## config.mk

```make
export PLATFORM = sky130hd
export DESIGN_NAME = ttl_cache_earliest_expiry_evict_core
export DESIGN_NICKNAME = d
export VERILOG_FILES = /design/src/rtl/ttlc_pkg.sv /design/src/rtl/ttl_cache_earliest_expiry_evict_core.sv
export SDC_FILE = /design/constraint.sdc
export NUM_CORES = 2
export LEC_CHECK = 0
export ABC_AREA = 0
export BUFFER_PORTS_ARGS = -buffer_cell sky130_fd_sc_hd__buf_2
export CAP_MARGIN = 20
export CORE_MARGIN = 5
export CORE_UTILIZATION = 25
export CTS_BUF_LIST = sky130_fd_sc_hd__clkbuf_4 sky130_fd_sc_hd__clkbuf_8
export CTS_CLUSTER_SIZE = 16
export DETAILED_ROUTE_END_ITERATION = 7
export PLACE_DENSITY = 0.42
export SLEW_MARGIN = 20
export SYNTH_ARGS = -nofsm -noshare
export SYNTH_HDL_FRONTEND = slang
export SYNTH_SLANG_ARGS = --single-unit
```

## constraint.sdc

```tcl
create_clock -name clk -period 11.5 [get_ports clk]
set_input_delay 0.575 -clock clk [delete_from_list [all_inputs] [get_ports clk]]
set_output_delay 0.575 -clock clk [all_outputs]
set_load 0.005 [all_outputs]
```

## src/rtl/ttlc_pkg.sv

```systemverilog
// Shared constants and types for the TTL cache.
`timescale 1ns / 1ps
`default_nettype none
package ttlc_pkg;
  localparam int ENTRIES = 16;
  localparam int IDX_W = (ENTRIES > 1) ? $clog2(ENTRIES) : 1;
  localparam int CNT_W = $clog2(ENTRIES + 1);
  localparam int TAG_W = 64;
  localparam int RT_W = 3;
  localparam int VAL_W = 32;
  localparam int TIME_W = 32;
  localparam int EXP_W = 33;
  localparam int OCC_W = 5;

  localparam logic OP_LOOKUP = 1'b0;
  localparam logic OP_STORE = 1'b1;

  typedef enum logic [2:0] {
    ST_ABSENT = 3'd0,
    ST_EXPIRED = 3'd1,
    ST_HIT = 3'd2,
    ST_STORED = 3'd3,
    ST_EVICTED = 3'd4,
    ST_IGNORED = 3'd5
  } status_t;

  typedef enum logic [2:0] {
    S_IDLE,
    S_SCAN,
    S_DECIDE,
    S_VSCAN,
    S_WRITE,
    S_DONE
  } state_t;
endpackage
`default_nettype wire

```

## src/rtl/ttl_cache_earliest_expiry_evict_core.sv

```systemverilog
// TTL cache: one slot compared per cycle by a shared key/expiry compare unit.
// A lookup or store scans every slot (S_SCAN), then passes S_DECIDE and S_WRITE
// to a registered result in S_DONE; a store with records into a full table with a
// new key adds a second scan (S_VSCAN) for the earliest-expiring victim.
// One item at a time: in_ready is low from accept until the result is taken.
// Reset clears all valid bits and the hit, miss and occupancy counters; slot contents are not reset.
`timescale 1ns / 1ps
`default_nettype none
module ttl_cache_earliest_expiry_evict_core (
  input  wire logic clk,
  input  wire logic rst,
  input  wire logic in_valid,
  output logic in_ready,
  input  wire logic operation,
  input  wire logic [ttlc_pkg::TAG_W-1:0] name_key,
  input  wire logic [ttlc_pkg::RT_W-1:0] record_type,
  input  wire logic [ttlc_pkg::TIME_W-1:0] now_seconds,
  input  wire logic [ttlc_pkg::VAL_W-1:0] value_handle,
  input  wire logic [ttlc_pkg::TIME_W-1:0] ttl_seconds,
  input  wire logic has_records,
  output logic out_valid,
  input  wire logic out_ready,
  output logic hit,
  output logic [ttlc_pkg::VAL_W-1:0] value_out,
  output logic [2:0] status,
  output logic [31:0] hit_total,
  output logic [31:0] miss_total,
  output logic [ttlc_pkg::OCC_W-1:0] occupancy
);
  import ttlc_pkg::*;

  state_t state, state_next;

  logic [ENTRIES-1:0] valid;
  logic [TAG_W-1:0] mem_tag [ENTRIES];
  logic [RT_W-1:0] mem_rt [ENTRIES];
  logic [VAL_W-1:0] mem_val [ENTRIES];
  logic [EXP_W-1:0] mem_exp [ENTRIES];

  // latched item
  logic op_r, has_r;
  logic [TAG_W-1:0] key_r;
  logic [RT_W-1:0] rt_r;
  logic [TIME_W-1:0] now_r, ttl_r;
  logic [VAL_W-1:0] val_r;

  logic [IDX_W:0] ptr;
  logic [IDX_W-1:0] ptr_idx;
  logic found, free_found, vic_found;
  logic [IDX_W-1:0] found_idx, free_idx, vic_idx;
  logic [EXP_W-1:0] vic_exp;
  logic [TAG_W-1:0] vic_tag;
  logic [RT_W-1:0] vic_rt;
  logic [CNT_W-1:0] count;
  logic [31:0] hits, misses;

  // registered slot read
  logic rd_v;
  logic [IDX_W-1:0] rd_idx;
  logic rd_valid;
  logic [TAG_W-1:0] rd_tag;
  logic [RT_W-1:0] rd_rt;
  logic [EXP_W-1:0] rd_exp;
  logic [VAL_W-1:0] found_val;
  logic [EXP_W-1:0] found_exp;

  logic wr_en;
  logic [IDX_W-1:0] wr_idx;
  logic evict;

  assign ptr_idx = ptr[IDX_W-1:0];
  assign in_ready = (state == S_IDLE);

  logic rd_match, rd_before;
  always_comb begin
    rd_match = rd_valid && rd_tag == key_r && rd_rt == rt_r;
    if (rd_exp != vic_exp) rd_before = rd_exp < vic_exp;
    else if (rd_tag != vic_tag) rd_before = rd_tag < vic_tag;
    else rd_before = rd_rt < vic_rt;
  end

  logic scan_end;
  assign scan_end = (ptr == (IDX_W + 1)'(ENTRIES));

  always_comb begin
    state_next = state;
    case (state)
      S_IDLE: if (in_valid) state_next = S_SCAN;
      S_SCAN: if (scan_end && !rd_v) state_next = S_DECIDE;
      S_DECIDE: begin
        if (op_r == OP_STORE && has_r && !found && !free_found)
          state_next = S_VSCAN;
        else state_next = S_WRITE;
      end
      S_VSCAN: if (scan_end && !rd_v) state_next = S_WRITE;
      S_WRITE: state_next = S_DONE;
      S_DONE: if (out_ready) state_next = S_IDLE;
      default: state_next = S_IDLE;
    endcase
  end

  always_ff @(posedge clk) begin
    if (rst) state <= S_IDLE;
    else state <= state_next;
  end

  // memory read/write
  always_ff @(posedge clk) begin
    rd_idx <= ptr_idx;
    rd_tag <= mem_tag[ptr_idx];
    rd_rt <= mem_rt[ptr_idx];
    rd_exp <= mem_exp[ptr_idx];
    rd_valid <= valid[ptr_idx];
    found_val <= mem_val[found_idx];
    if (wr_en) begin
      mem_tag[wr_idx] <= key_r;
      mem_rt[wr_idx] <= rt_r;
      mem_val[wr_idx] <= val_r;
      mem_exp[wr_idx] <= EXP_W'(now_r) + EXP_W'(ttl_r);
    end
  end

  always_comb begin
    wr_en = 1'b0;
    wr_idx = found ? found_idx : (free_found ? free_idx : vic_idx);
    if (state == S_WRITE && op_r == OP_STORE && has_r) wr_en = 1'b1;
  end

  always_ff @(posedge clk) begin
    if (state == S_IDLE && in_valid) begin
      op_r <= operation;
      key_r <= name_key;
      rt_r <= record_type;
      now_r <= now_seconds;
      val_r <= value_handle;
      ttl_r <= ttl_seconds;
      has_r <= has_records;
    end
  end

  always_ff @(posedge clk) begin
    if (rst) begin
      valid <= '0;
      hits <= '0;
      misses <= '0;
      count <= '0;
      ptr <= '0;
      rd_v <= 1'b0;
      found <= 1'b0;
      free_found <= 1'b0;
      vic_found <= 1'b0;
      evict <= 1'b0;
      out_valid <= 1'b0;
      hit <= 1'b0;
      value_out <= '0;
      status <= ST_ABSENT;
    end else begin
      case (state)
        S_IDLE: begin
          ptr <= '0;
          rd_v <= 1'b0;
          found <= 1'b0;
          free_found <= 1'b0;
          vic_found <= 1'b0;
          evict <= 1'b0;
        end
        S_SCAN, S_VSCAN: begin
          if (!scan_end) ptr <= ptr + 1'b1;
          // data read at this edge belongs to slot ptr while ptr is in range
          rd_v <= !scan_end;
          if (rd_v) begin
            if (state == S_SCAN) begin
              if (rd_match && !found) begin
                found <= 1'b1;
                found_idx <= rd_idx;
                found_exp <= rd_exp;
              end
              if (!rd_valid && !free_found) begin
                free_found <= 1'b1;
                free_idx <= rd_idx;
              end
            end else if (rd_valid && (!vic_found || rd_before)) begin
              vic_found <= 1'b1;
              vic_idx <= rd_idx;
              vic_exp <= rd_exp;
              vic_tag <= rd_tag;
              vic_rt <= rd_rt;
            end
          end
        end
        S_DECIDE: begin
          ptr <= '0;
          rd_v <= 1'b0;
          if (state_next == S_VSCAN) evict <= 1'b1;
        end
        S_WRITE: begin
          out_valid <= 1'b1;
          hit <= 1'b0;
          value_out <= '0;
          if (op_r == OP_LOOKUP) begin
            if (!found) begin
              status <= ST_ABSENT;
              if (misses != '1) misses <= misses + 1'b1;
            end else if (EXP_W'(now_r) >= found_exp) begin
              status <= ST_EXPIRED;
              valid[found_idx] <= 1'b0;
              count <= count - 1'b1;
              if (misses != '1) misses <= misses + 1'b1;
            end else begin
              status <= ST_HIT;
              hit <= 1'b1;
              value_out <= found_val;
              if (hits != '1) hits <= hits + 1'b1;
            end
          end else if (!has_r) begin
            status <= ST_IGNORED;
          end else begin
            status <= evict ? ST_EVICTED : ST_STORED;
            valid[wr_idx] <= 1'b1;
            if (!found && free_found) count <= count + 1'b1;
          end
        end
        S_DONE: if (out_ready) out_valid <= 1'b0;
        default: ;
      endcase
    end
  end

  assign hit_total = hits;
  assign miss_total = misses;
  assign occupancy = OCC_W'(count);

`ifndef SYNTHESIS
  a_ready_out: assert property (@(posedge clk) disable iff (rst)
    !(in_ready && out_valid)) else $error("ready while result pending");
  a_count: assert property (@(posedge clk) disable iff (rst)
    count == CNT_W'($countones(valid))) else $error("occupancy mismatch");
  a_hit_status: assert property (@(posedge clk) disable iff (rst)
    out_valid && hit |-> status == ST_HIT) else $error("hit without hit status");
  a_evict_full: assert property (@(posedge clk) disable iff (rst)
    state == S_VSCAN |-> valid == '1) else $error("eviction scan on non-full table");
`endif
endmodule
`default_nettype wire
```

==> metrics.txt <==
flops & latches, synth=2694; H-tree Lvls=5; first-pass GRT wire length=roughly 420000 µm; post-CTS sizing=0; Worst Skew=just over 90 ps; fin. max-slew vios=0; CP Class=register to register; max_slew headroom=between 20% and 30%; Detailed Route Iter0 Violations=roughly 3.5k; VDD IR max=~90 µV; DRC viols=0; post-synthesis instance area=approximately 100000 µm²; fillers=~40k; Crit path max-delay family=simple AND/OR/NAND/NOR gates; die area=425000 µm²; Seq/Total Area, Yosys=between 70% and 80%; Clock Path Buffers=4; Synth Instances=around 4.9k; CTS Buf Count=about 460; Die Wd=652 µm; crit start category=register; Core ar.=between 400000 and 500000 µm²; I/O pins=between 200 and 300; Routed WL per cell=25.2 µm; fmax=about 210 MHz; Synth Warn #=0; global-route usage over all layers=~13%; syn_nets=between 5k and 6k; Register Area=around 78000 µm²; grt ovf=0; CP required=12170 ps; Avg Inst Size Synth=20.8 µm²; Post-synth EDFFs=2422; port bufs=around 280; Synth Flop Type=edfxtp_1; Routed Antenna Nets=0; area growth from synthesis to layout=19.5%; WP data arrival=roughly 5400 ps; initial antenna violation count=21; routed vias=~50k; slew at the pin closest to its max-slew limit=1090 ps; final WL=between 200000 and 300000 µm; critical path, cell by cell=nand2b_1 > nor2_1 > nand3_1 > a211oi_1 > nand2_1 > nor2_4 > buf_4 > buf_12; Placed Cells=10.6k; final instance area=between 100000 and 150000 µm²; Crit-path slowest cell=buf_4; Die Ht=around 650 µm; fin cells=11.6k; nets=about 6k; setup TNS=0 ps; gpl congestion=approximately 0.76; setup bufs post-CTS=0; most frequent cells in the layout=2422 x edfxtp_1, 665 x mux4_2, 505 x clkbuf_8; result of the run=finished clean; leading cell type in the layout, fill and taps excluded=edfxtp_1; Clock Pin Slew Worst Setup and Hold Paths=around 60 ps; Post-DP HPWL=172000 µm; Final min period=~4700 ps; final number of setup-violating endpoints=0; clock latency on the worst-skew pair=1130 ps; Worst path max stage delay=approximately 700 ps; area of the multi-input gates=roughly 24000 µm²; FP Rows=around 240; max cap viols=0; P per Cell Area=between 150 and 200 nW/µm²; Crit Path Max Fanout=90; Final period util=between 40% and 50%; Yosys cell types=73; min-delay worst type=input pin to register; largest net degree at the start of global routing=roughly 140; async set-reset flop share out of synthesis=0%; Final Hold Fails=0; TritonRoute pass-1 iters=5; layout cells sized above 1=between 30 and 40%; Placement Cell Area=between 100000 and 150000 µm²; Initial Utilization=roughly a quarter; Vias/cell=approximately 4.4; RSZ-0062 raised after global routing=no; Lkg Pwr=39.6 nW; CP Buf/Inv Count=2; CTS Root Cell=clkbuf_8; CTS tree=yes; vias in the first global route=between 50k and 60k; Setup crit end kind=register; CTS sink cnt=approximately 2.7k
[per-layer routing]
metal	global-route usage, %	vias up	part of all wire (%)
met1	17.2	27400	43
li1	-	22200	-
met4	3.94	2	2.8
met3	2.18	432	3.9
met5	0	-	0.0044
met2	23.5	1122	51
[state kept, by name, summed over array words and instances (netlist names), 33 cells and up]
name and flops:
mem_tag 1024, found_exp 33, rd_exp 33, vic_tag 64, mem_val 512, key_r 64
rd_tag 64, mem_exp 528, mem_rt 48, vic_exp 33
[metrics by stage]
stage	worst slack [ps]	hold slack, ps	power (mW)	util, %
after floorplan	1400	329	11.5	-
after global placement	6030	438	11.9	27.2
after detailed placement	6740	442	11.9	27.3
after CTS	6670	25.2	21.0	30.0
after global routing	6460	78.7	21.6	30.0
final	6790	178	20.7	30.0
[what timing repair did]
item                                   in CTS  in global routing
endpoints found under the hold margin     199                  0
setup endpoints to repair                   0                  0
hold buffers                              168                  0
[layout make-up]
type                            instances  area share (%)
Timing Repair Buffer                  561            3.32
Inverter                              196           0.634
Antenna cell                           19          0.0386
Clock buffer                          652            6.54
Multi-Input combinational cell       1855            19.2
Clock inverter                        208            1.24
Sequential cell                      2694            63.5
Tap cell                             5451            5.54
[report_power, final]
| group | internal, mW | switching [mW] |
|---|---|---|
| combinational | 0.294 | 0.468 |
| clock | 4.90 | 4.01 |
| sequential | 10.9 | 0.133 |
| total | 16.1 | 4.61 |
[cell usage after synthesis (6+ instances only)]
cell       count  area (µm²)
clkbuf_1     148         556
edfxtp_1    2422       72700
o31ai_1       20         150
a21oi_1      117         586
o21ai_0       49         245
a31oi_1        9        56.3
mux2_2        11         124
or3_1         17         106
o21a_1        19         143
o41ai_1        9        78.8
a211oi_1      20         150
a22oi_1       34         255
o211ai_1       9        67.6
nor2b_1       29         181
nand2b_1      16         100
inv_1        196         736
a221oi_1       6        52.6
and2_1         7        43.8
nand2_1       78         293
xnor2_1       43         377
a21o_1        39         293
buf_1         48         180
mux4_2       665       15000
o22ai_1        9        56.3
and3_1        16         100
nor2_1       149         559
and4_1         9        78.8
or4_1         14         105
dfxtp_1      272        5450
mux2i_1        8        80.1
nand3_1       53         265
xor2_1        48         420
o2111ai_1      6        52.6
nor3_1        31         155
ha_1         170        2130
nand4_1       50         313
nor4_1        21         131
[final timing paths]
kind | slack, ps | cells past startpoint | endpoint | startpoint
worst max-delay path | 6790 | 8 | mem_tag[5][63] | state[2]
worst min-delay path | 180 | 2 | val_r[30] | value_handle[30]
worst max register to register | 6790 | 8 | mem_tag[5][63] | state[2]
worst min register to register | 460 | 0 | vic_exp[27] | rd_exp[27]
[logic make-up after synthesis]
family	count (synthesis)	share of synthesized area, %
compound gates	399	2.61
xor+xnor	91	0.773
mux	685	14.7
flops	2694	75.8
simple gates	508	2.50
buf+inv	396	1.45
fa+ha+maj	172	2.10
Note: power is estimated with default switching activity, not from simulation.
